File: src/rtl/emc_pkg.sv
`default_nettype none
package emc_pkg;

  // Width of every data field of operands and results.
  localparam int FIELD_W = 31;
  // Default width of the modulus register.
  localparam int MOD_BITS_DEF = 31;
  localparam int CFG_IDX_W = 2;

  // Configuration register indexes.
  localparam logic [CFG_IDX_W-1:0] CFG_MODULUS   = 2'd0;
  localparam logic [CFG_IDX_W-1:0] CFG_GENERATOR = 2'd1;
  localparam logic [CFG_IDX_W-1:0] CFG_PRIV_EXP  = 2'd2;

  // Operation selectors.
  localparam logic [1:0] FUNC_PUBKEY  = 2'd0;
  localparam logic [1:0] FUNC_ENCRYPT = 2'd1;
  localparam logic [1:0] FUNC_DECRYPT = 2'd2;
  localparam logic [1:0] FUNC_UNUSED  = 2'd3;

  // Reset value of the generator register.
  localparam logic [FIELD_W-1:0] GENERATOR_RST = 31'd7;

  typedef struct packed {
    logic [1:0]         func;
    logic [FIELD_W-1:0] random_key;
    logic [FIELD_W-1:0] message;
    logic [FIELD_W-1:0] cipher_first;
    logic [FIELD_W-1:0] cipher_second;
  } emc_in_t;

  typedef struct packed {
    logic [FIELD_W-1:0] result_first;
    logic [FIELD_W-1:0] result_second;
    logic               status;
  } emc_out_t;

endpackage
`default_nettype wire

File: src/rtl/elgamal_modexp_engine_core.sv
// Every modular product runs on the shared unit after its launch; the set exponent bits set
// how many products an item takes.
// Throughput: one item at a time; busy stays high until the cycle of the done strobe ends.
// Reset (rst, synchronous) returns the sequencer to idle and loads the configuration register defaults.
// The receiver cannot stall: the result is on the ports while done is high and holds until the next start.
`default_nettype none
module elgamal_modexp_engine_core #(
  parameter int MOD_BITS = emc_pkg::MOD_BITS_DEF
) (
  input  wire logic                          clk,
  input  wire logic                          rst,
  input  wire logic                          start,
  output logic                               busy,
  input  wire emc_pkg::emc_in_t              operands,
  output logic                               done,
  output emc_pkg::emc_out_t                  result,
  input  wire logic                          cfg_valid,
  output logic                               cfg_ready,
  input  wire logic [emc_pkg::CFG_IDX_W-1:0] cfg_index,
  input  wire logic [emc_pkg::FIELD_W-1:0]   cfg_data
);
  import emc_pkg::*;

  localparam int W = MOD_BITS;
  localparam int CNT_W = $clog2(FIELD_W);
  localparam logic [CNT_W-1:0] LAST_STEP = CNT_W'(FIELD_W - 1);

  typedef enum logic [14:0] {
    S_IDLE      = 15'b000000000000001,
    S_POW_START = 15'b000000000000010,
    S_POW_BASE  = 15'b000000000000100,
    S_POW_LOOP  = 15'b000000000001000,
    S_POW_ACC   = 15'b000000000010000,
    S_POW_SQR   = 15'b000000000100000,
    S_POW_NEXT  = 15'b000000001000000,
    S_POW_END   = 15'b000000010000000,
    S_FMUL      = 15'b000000100000000,
    S_FIN       = 15'b000001000000000,
    S_INV_LOOP  = 15'b000010000000000,
    S_INV_Q     = 15'b000100000000000,
    S_INV_T     = 15'b001000000000000,
    S_WAIT      = 15'b010000000000000,
    S_DONE      = 15'b100000000000000
  } state_t;

  typedef enum logic [1:0] {
    JOB_Y  = 2'd0,
    JOB_GK = 2'd1,
    JOB_YK = 2'd2,
    JOB_AX = 2'd3
  } job_t;

  state_t state, ret;
  job_t   job;

  // Configuration registers.
  logic [W-1:0]       modulus;
  logic [FIELD_W-1:0] generator;
  logic [FIELD_W-1:0] priv_exp;

  // Item and working registers.
  emc_in_t            op;
  logic [W-1:0]       y, base, acc, t_reg, nt, er, enr;
  logic [FIELD_W-1:0] expo;
  logic [CNT_W-1:0]   ecnt;
  logic [FIELD_W-1:0] r0, r1;
  logic               st;

  // Shared unit registers.
  logic [W-1:0]       u_acc, u_add, u_div;
  logic [FIELD_W-1:0] u_mult;
  logic [CNT_W-1:0]   u_cnt;

  // Launch request from the sequencer.
  logic               launch;
  logic [W-1:0]       l_add, l_div;
  logic [FIELD_W-1:0] l_mult;
  state_t             l_ret;

  // One step: shift in a multiplier bit, then reduce by up to two subtracts.
  logic [W+1:0] sum, s1, s2, div_x;
  logic         qbit;

  always_comb begin
    div_x = (W+2)'(u_div);
    sum   = {1'b0, u_acc, 1'b0} + (u_mult[FIELD_W-1] ? (W+2)'(u_add) : '0);
    qbit  = (sum >= div_x);
    s1    = qbit ? sum - div_x : sum;
    s2    = (s1 >= div_x) ? s1 - div_x : s1;
  end

  // Operand selection for the unit.
  always_comb begin
    launch = 1'b0;
    l_add  = W'(1);
    l_div  = modulus;
    l_mult = '0;
    l_ret  = S_IDLE;
    unique case (state)
      S_POW_START: begin
        launch = 1'b1;
        l_ret  = S_POW_BASE;
        case (job) inside
          JOB_Y, JOB_GK: l_mult = generator;
          JOB_YK:        l_mult = FIELD_W'(y);
          default:       l_mult = op.cipher_first;
        endcase
      end
      S_POW_LOOP: begin
        launch = expo[0];
        l_add  = base;
        l_mult = FIELD_W'(acc);
        l_ret  = S_POW_ACC;
      end
      S_POW_ACC, S_POW_SQR: begin
        launch = 1'b1;
        l_add  = base;
        l_mult = FIELD_W'(base);
        l_ret  = S_POW_NEXT;
      end
      S_POW_END: begin
        launch = (job == JOB_YK);
        l_mult = op.message;
        l_ret  = S_FMUL;
      end
      S_FMUL: begin
        launch = 1'b1;
        l_add  = t_reg;
        l_mult = FIELD_W'(u_acc);
        l_ret  = S_FIN;
      end
      S_INV_LOOP: begin
        if (enr != '0) begin
          launch = 1'b1;
          l_div  = enr;
          l_mult = FIELD_W'(er);
          l_ret  = S_INV_Q;
        end else begin
          launch = (er == W'(1));
          l_mult = op.cipher_second;
          l_ret  = S_FMUL;
        end
      end
      S_INV_Q: begin
        launch = 1'b1;
        l_add  = nt;
        l_mult = u_mult;
        l_ret  = S_INV_T;
      end
      default: launch = 1'b0;
    endcase
  end

  // Sequencer, configuration and shared unit.
  always_ff @(posedge clk) begin
    if (rst) begin
      state     <= S_IDLE;
      ret       <= S_IDLE;
      job       <= JOB_Y;
      modulus   <= '1;
      generator <= GENERATOR_RST;
      priv_exp  <= '0;
    end else begin
      if (cfg_valid && cfg_ready) begin
        unique case (cfg_index)
          CFG_MODULUS:   modulus   <= cfg_data[W-1:0];
          CFG_GENERATOR: generator <= cfg_data;
          CFG_PRIV_EXP:  priv_exp  <= cfg_data;
          default:       ;
        endcase
      end

      unique case (state)
        S_IDLE: begin
          if (start) begin
            op <= operands;
            r0 <= '0;
            r1 <= '0;
            st <= 1'b0;
            if (modulus < W'(2)) begin
              st    <= 1'b1;
              state <= S_DONE;
            end else begin
              case (operands.func) inside
                FUNC_PUBKEY, FUNC_ENCRYPT: begin
                  job   <= JOB_Y;
                  state <= S_POW_START;
                end
                FUNC_DECRYPT: begin
                  job   <= JOB_AX;
                  state <= S_POW_START;
                end
                default: state <= S_DONE;
              endcase
            end
          end
        end
        S_POW_START: ;
        S_POW_BASE: begin
          base  <= u_acc;
          acc   <= W'(1);
          ecnt  <= '0;
          expo  <= (job == JOB_Y || job == JOB_AX) ? priv_exp : op.random_key;
          state <= S_POW_LOOP;
        end
        S_POW_LOOP: begin
          if (!expo[0]) state <= S_POW_SQR;
        end
        S_POW_ACC: acc <= u_acc;
        S_POW_SQR: ;
        S_POW_NEXT: begin
          base <= u_acc;
          expo <= expo >> 1;
          ecnt <= ecnt + CNT_W'(1);
          state <= (ecnt == LAST_STEP) ? S_POW_END : S_POW_LOOP;
        end
        S_POW_END: begin
          case (job)
            JOB_Y: begin
              y <= acc;
              if (op.func == FUNC_PUBKEY) begin
                r0    <= FIELD_W'(acc);
                state <= S_DONE;
              end else begin
                job   <= JOB_GK;
                state <= S_POW_START;
              end
            end
            JOB_GK: begin
              r0    <= FIELD_W'(acc);
              job   <= JOB_YK;
              state <= S_POW_START;
            end
            JOB_YK: t_reg <= acc;
            default: begin
              er    <= modulus;
              enr   <= acc;
              t_reg <= '0;
              nt    <= W'(1);
              state <= S_INV_LOOP;
            end
          endcase
        end
        S_FMUL: ;
        S_FIN: begin
          if (op.func == FUNC_ENCRYPT) r1 <= FIELD_W'(u_acc);
          else r0 <= FIELD_W'(u_acc);
          state <= S_DONE;
        end
        S_INV_LOOP: begin
          // No inverse when the final remainder is not one.
          if (enr == '0 && er != W'(1)) begin
            st    <= 1'b1;
            state <= S_DONE;
          end
        end
        S_INV_Q: begin
          er  <= enr;
          enr <= u_acc;
        end
        S_INV_T: begin
          // Cofactor kept reduced modulo p.
          t_reg <= nt;
          nt    <= (t_reg >= u_acc) ? t_reg - u_acc : t_reg - u_acc + modulus;
          state <= S_INV_LOOP;
        end
        S_WAIT: begin
          u_acc  <= s2[W-1:0];
          u_mult <= {u_mult[FIELD_W-2:0], qbit};
          u_cnt  <= u_cnt + CNT_W'(1);
          if (u_cnt == LAST_STEP) state <= ret;
        end
        S_DONE: state <= S_IDLE;
        default: state <= S_IDLE;
      endcase

      if (launch) begin
        u_acc  <= '0;
        u_add  <= l_add;
        u_div  <= l_div;
        u_mult <= l_mult;
        u_cnt  <= '0;
        ret    <= l_ret;
        state  <= S_WAIT;
      end
    end
  end

  // Port drive.
  assign busy      = (state != S_IDLE);
  assign done      = (state == S_DONE);
  assign cfg_ready = 1'b1;
  assign result.result_first  = r0;
  assign result.result_second = r1;
  assign result.status        = st;

endmodule
`default_nettype wire

File: config.mk
export PLATFORM = sky130hd
export DESIGN_NAME = elgamal_modexp_engine_core
export DESIGN_NICKNAME = d
export VERILOG_FILES = /design/src/rtl/emc_pkg.sv /design/src/rtl/elgamal_modexp_engine_core.sv
export SDC_FILE = /design/constraint.sdc
export NUM_CORES = 1
export LEC_CHECK = 0
export BUFFER_PORTS_ARGS = -buffer_cell sky130_fd_sc_hd__buf_2
export CAP_MARGIN = 40
export CELL_PAD_IN_SITES_DETAIL_PLACEMENT = 2
export CELL_PAD_IN_SITES_GLOBAL_PLACEMENT = 2
export CORE_ASPECT_RATIO = 1.25
export CORE_MARGIN = 3
export CORE_UTILIZATION = 29
export DETAILED_ROUTE_END_ITERATION = 8
export PLACE_DENSITY_LB_ADDON = 0.1
export RECOVER_POWER = 50
export REMOVE_ABC_BUFFERS = 1
export SLEW_MARGIN = 20
export SYNTH_ARGS = -nofsm -noshare
export SYNTH_HDL_FRONTEND = slang
export SYNTH_SLANG_ARGS = --single-unit
File: constraint.sdc
create_clock -name clk -period 20.1 [get_ports clk]
set_clock_uncertainty 0.05 [all_clocks]
set_input_delay 2.01 -clock clk [delete_from_list [all_inputs] [get_ports clk]]
set_output_delay 2.01 -clock clk [all_outputs]
set_load 0.02 [all_outputs]
== Word level (Yosys, flattened, before mapping) ==
Cells that the tools add are included.

* Output and inout bits: 66
* Bits in registers: 696
* Word-level logic and storage cells: 197

* Bitwise logic cells: 2
* Add/subtract/negate cells: 7
* Mux-type cells: 61
* Reductions and logical operators: 45
* $lt $le $gt $ge: 4
* Eq/ne operators: 49

{| class="wikitable"
|+ Operators with widths
! kind !! number
|-
| $mux 31 || 19
|-
| $pmux 31 s2 || 9
|-
| $pmux 31 s7 || 1
|-
| $pmux 31 s3 || 2
|-
| $pmux 15 s10 || 1
|-
| $mux 15 || 8
|-
| $pmux 13 s7 || 1
|-
| $ge 33x31->1 || 2
|-
| $sub 31x31->31 || 2
|-
| $pmux 15 s3 || 1
|-
| $add 32x31->33 || 1
|-
| $mux 33 || 1
|-
| $sub 33x31->33 || 1
|-
| $add 31x31->31 || 1
|-
| $eq 31x1->1 const B || 1
|-
| $ge 31x31->1 || 1
|-
| $logic_not 31->1 || 1
|-
| $lt 31x2->1 const B || 1
|-
| $ne 31x1->1 const B || 1
|-
| $reduce_bool 31->1 || 1
|-
| $ne 3x3->1 const B || 9
|-
| $reduce_and 6->1 || 4
|-
| $ne 2x2->1 const B || 11
|-
| $reduce_and 3->1 || 6
|-
| other kinds (42) || 82
|}

== Depth between registers and ports, before layout ==
* Word-level depth: 7
* Mapped depth: 40
* Gate-level depth less buffers: 37

== Worst setup path before layout ==
Ideal clock, no wire load.

* Kind: in2reg
* Start: input rst
* End: register op[0] (netlist name) (enable)
* Slack: 11787 ps
* Arrival time: 7650 ps
* Cell stages on the path: 3
* Setup time: 613 ps
* Cell sequence: clkbuf_1 clkbuf_1 nor2_1

* Longest elaborated chain between the ends: 2

{| class="wikitable"
|+ RTL lines
! item !! line !! RTL
|-
| from (decl) || elgamal_modexp_engine_core.sv:11 || <nowiki>input wire logic rst,</nowiki>
|-
| $not 1->1 (no source line) || n/a ||
|-
| $reduce_and 3->1 (no source line) || n/a ||
|-
| to (signal assigned) || elgamal_modexp_engine_core.sv:176 || <nowiki>op <= operands;</nowiki>
|-
| to (decl) || elgamal_modexp_engine_core.sv:62 || <nowiki>emc_in_t op;</nowiki>
|}

No other way between the ends.
A chain may end at the register's enable or synchronous reset.

== Final worst setup path ==
* Start: register u_mult[30]
* End: register u_acc[30], data pin

* Longest elaborated chain between the ends: 7

{| class="wikitable"
|+ RTL lines
! item !! line !! RTL
|-
| from (decl) || elgamal_modexp_engine_core.sv:71 || <nowiki>logic [FIELD_W-1:0] u_mult;</nowiki>
|-
| from (signal assigned) || elgamal_modexp_engine_core.sv:269 || <nowiki>u_mult <= {u_mult[FIELD_W-2:0], qbit};</nowiki>
|-
| from (signal assigned) || elgamal_modexp_engine_core.sv:281 || <nowiki>u_mult <= l_mult;</nowiki>
|-
| $mux 31 * || elgamal_modexp_engine_core.sv:86 || <nowiki>sum = {1'b0, u_acc, 1'b0} + (u_mult[FIELD_W-1] ? (W+2)'(u_add) : '0);</nowiki>
|-
| $add 32x31->33 * || elgamal_modexp_engine_core.sv:86 ||
|-
| $sub 33x31->33 / $ge 33x31->1 (equally long branches) || elgamal_modexp_engine_core.sv:88, elgamal_modexp_engine_core.sv:87 ||
|-
| $mux 33 * || elgamal_modexp_engine_core.sv:88 || <nowiki>s1 = qbit ? sum - div_x : sum;</nowiki>
|-
| $sub 31x31->31 / $ge 33x31->1 (equally long branches) || elgamal_modexp_engine_core.sv:89 || <nowiki>s2 = (s1 >= div_x) ? s1 - div_x : s1;</nowiki>
|-
| $mux 31 * || elgamal_modexp_engine_core.sv:89 ||
|-
| $mux 31 * || elgamal_modexp_engine_core.sv:173 || <nowiki>unique case (state)</nowiki>
|-
| to (signal assigned) || elgamal_modexp_engine_core.sv:268 || <nowiki>u_acc <= s2[W-1:0];</nowiki>
|-
| to (decl) || elgamal_modexp_engine_core.sv:70 || <nowiki>logic [W-1:0] u_acc, u_add, u_div;</nowiki>
|}

Every way passes the cells marked *; elsewhere a longest branch is shown, timed or not. The select of a mux whose other input is x is not followed.

==> flow_summary.toml <==
[worst_setup_path]
cpLargestDelayFamily = "compound AO/OA/AOI/OAI gates"
worstSetupPathDepth = 40
cp-end-kind = "flop"
critPathMaxStageDelay_ns = 0.66
critPathKind = "reg2reg"
crit_buf_inv = 5
worstRegToRegCells = 40
startpoint_type = "flop"
required_ns = 20.57
worstPathMaxFanout = 33
cp_data_arrival_time_ns = 10.77
worst_path_max_delay_cell = "a221oi_1"

[logic_synthesis]
postSynthCellCount = 3545
synth_warnings = 0
netlist_area_sq_um = 37200
synth-simple-area-share = 0.1396
yosys-mux-area-fraction = 0.04749
synth_edf_count = 571
synth_fa_ha_area_frac = 0.05684
post_synth.cell_area_avg_sq_um = 10.49
synth_top_family_by_area = "compound AO/OA/AOI/OAI gates"
synth_compound_area_frac = 0.1644
ys.flop_type = "edfxtp_1"
synth-seq-cells = 689
async_flop_share = 0
ys_seq_area_frac = 0.5245
synth_xor_area_frac = 0.03199
yosysUniqueCellTypes = 92

[global_routing]
grt_pass1_vias = 31290
grt_util_all_layers = 0.2223
grt_overflow = 0
grt_pass1_wl_mm = 216.7
grt_antenna_before_repair = 9
grt_start_max_net_pins = 67

[power]
power_frac_comb = 0.289
switchingPower_mw = 1.564
sw_frac_of_total = 0.3398
p_per_area_nw_per_um2 = 106.8
power.internal_mw = 3.038
ir_worst_vdd_mv = 0.1067
p_seq_frac = 0.375
pwr-share-clk = 0.336
p_leak_nw = 16.14

[detailed_routing]
routed_wl_mm = 149.2
ant_nets = 0
drtIter0Drc = 2119
wl_per_cell_microns = 27.09
num_vias = 29286
drcViolationCount = 0
first_pass_iters = 9
viasPerCell = 5.315

[clock_tree]
clk_pin_slew_ns = 0.06
cts_sinks = 689
cts_max_path_buffers = 3
cts_buffers = 83
cts_tree = "done"
clk_latency_ns = 0.69
ctsHoldBuffers = 0
cts-root-buf = "clkbuf_16"
post_cts_buffers = 0
cts_resized = 0
htreeDepth = 3

[floorplan]
io_pins = 229
rows = 146
die_x_microns = 326.3
coreArea_sq_um = 127000
dieArea_sq_um = 132600
die_h_microns = 406.4
start_util = 0.2930

[hold_path]
hold_depth = 2
hold_class = "reg2reg"

[layout]
finalNetCount = 4069
n_antenna_cell = 0
layout-drive-gt1-share = 0.1166
largest_reg_flops = 126
top_register = "op"
final_cell_mix = "571 x edfxtp_1, 470 x nand2_1, 260 x a21oi_1"
area_growth_pct = 15.80
layout.cells.most_common = "edfxtp_1"

[placed_design]
dp_hpwl_mm = 111.4
post-place-ws_ns = 9.740
io_buffers = 227
globalplace.congestion = 0.8764

[timing]
slew_headroom = -1.373
rsz0062_at_grt = "false"
period_needed_ns = 10.30
setup_viol = 0
timing.fmax_mhz = 97.10
setup_ws_ns = 9.801
hold_viol = 0
worst_pin_slew_ns = 3.560
drv_slew = 612
finalCritPeriodShare = 0.5124
setup-tns-final_ns = 0

[outcome]
status = "complete, but fails checks"
violations = "max-capacitance violations, max-slew violations"

[job]
drv_cap = 14
## per-stage QoR
stage / hold WS (ns) / area (sq um) / power, mW / utilization / std cells
after floorplan: 0.3752 / 36470 / 2.605 / - / 3362
after global placement: 0.3911 / 40380 / 3.062 / 0.3181 / 5349
after detailed placement: 0.3964 / 40500 / 3.095 / 0.3190 / 5356
after CTS: 0.4085 / 43230 / 4.667 / 0.3405 / 5509
after global routing: 0.4278 / 43080 / 4.845 / 0.3393 / 5510
final: 0.4093 / 43080 / 4.601 / 0.3393 / 5510
## kinds of logic after synthesis
group,after synthesis
AND/OR/NAND/NOR,1117
AO/OA/AOI/OAI,935
adder cells (fa/ha/maj),166
multiplexers,166
XOR/XNOR,135
buffers and inverters,336
other,1
flip-flops,689
## power groups by stage
stage,clock network (mW),logic [mW],registers [mW]
CTS,1.59,1.35,1.73
detailed placement,0,1.34,1.76
global route,1.64,1.47,1.73
floorplan,0,0.852,1.75
finish,1.55,1.33,1.73
global placement,0,1.31,1.76
## per-layer routing
layer  share of wire  routed length, microns  track usage  vias up
met1            0.46                   68560       0.3024    14979
met3           0.044                    6506      0.02879      169
met4           0.033                    4992      0.08057        2
met2            0.46                   69180       0.3627      682
met5        0.000060                       9            0        -
li1                -                       -            -    13454
## path summary, 6_finish.rpt
check,start,to,slack [ns]
setup / recovery,u_mult[30]$_DFFE_PP_,u_acc[30]$_SDFFCE_PP0P_,9.80
hold / removal,priv_exp[10]$_SDFFE_PP0P_,priv_exp[10]$_SDFFE_PP0P_,0.41
setup reg to reg,u_mult[30]$_DFFE_PP_,u_acc[30]$_SDFFCE_PP0P_,9.80
hold reg to reg,priv_exp[10]$_SDFFE_PP0P_,priv_exp[10]$_SDFFE_PP0P_,0.41
## area by class of cell
cell class              count  area (sq um)
repair buffers            293          1567
inverters                 153         574.3
clock buffers             109          2287
fillers                 13791         83880
flip-flops and latches    689         19510
well taps                1702          2130
clock inverters            44         447.9
multi-input cells        2520         16560
## worst reg2reg max path: cells and delay by family, from the launching register on
family                     cells  cell delay [ns]
adders and majority gates      5             1.66
DFF                            1             0.51
xor gates and xnor gates       2             0.44
buffers and inverters          5             1.06
AOI/OAI and AO/OA             19             5.16
muxes                          1             0.16
and+or+nand+nor                8             1.12
## cells in the mapped netlist, types with 23 or more instances
master,number,area [sq um]
clkbuf_1,152,570.6
mux2i_1,82,820.8
nor3_1,34,170.2
nor2_1,231,867.1
nand3_1,84,420.4
nand2_1,470,1764
a22oi_1,66,495.5
ha_1,161,2014
edfxtp_1,571,17150
mux2_2,83,934.7
a222oi_1,30,300.3
xor2_1,40,350.3
nor2b_1,47,294.0
nand4_1,36,225.2
o21bai_1,26,195.2
xnor2_1,94,823.3
nor4_1,30,187.7
inv_1,152,570.6
a21oi_1,267,1336
and2_1,81,506.7
o31ai_1,23,172.7
a211o_1,36,315.3
dfxtp_1,118,2362
and3_1,23,143.9
a21o_1,99,743.2
a221oi_1,36,315.3
o21ai_0,207,1036
No activity file was read; power rests on OpenSTA's default activity.
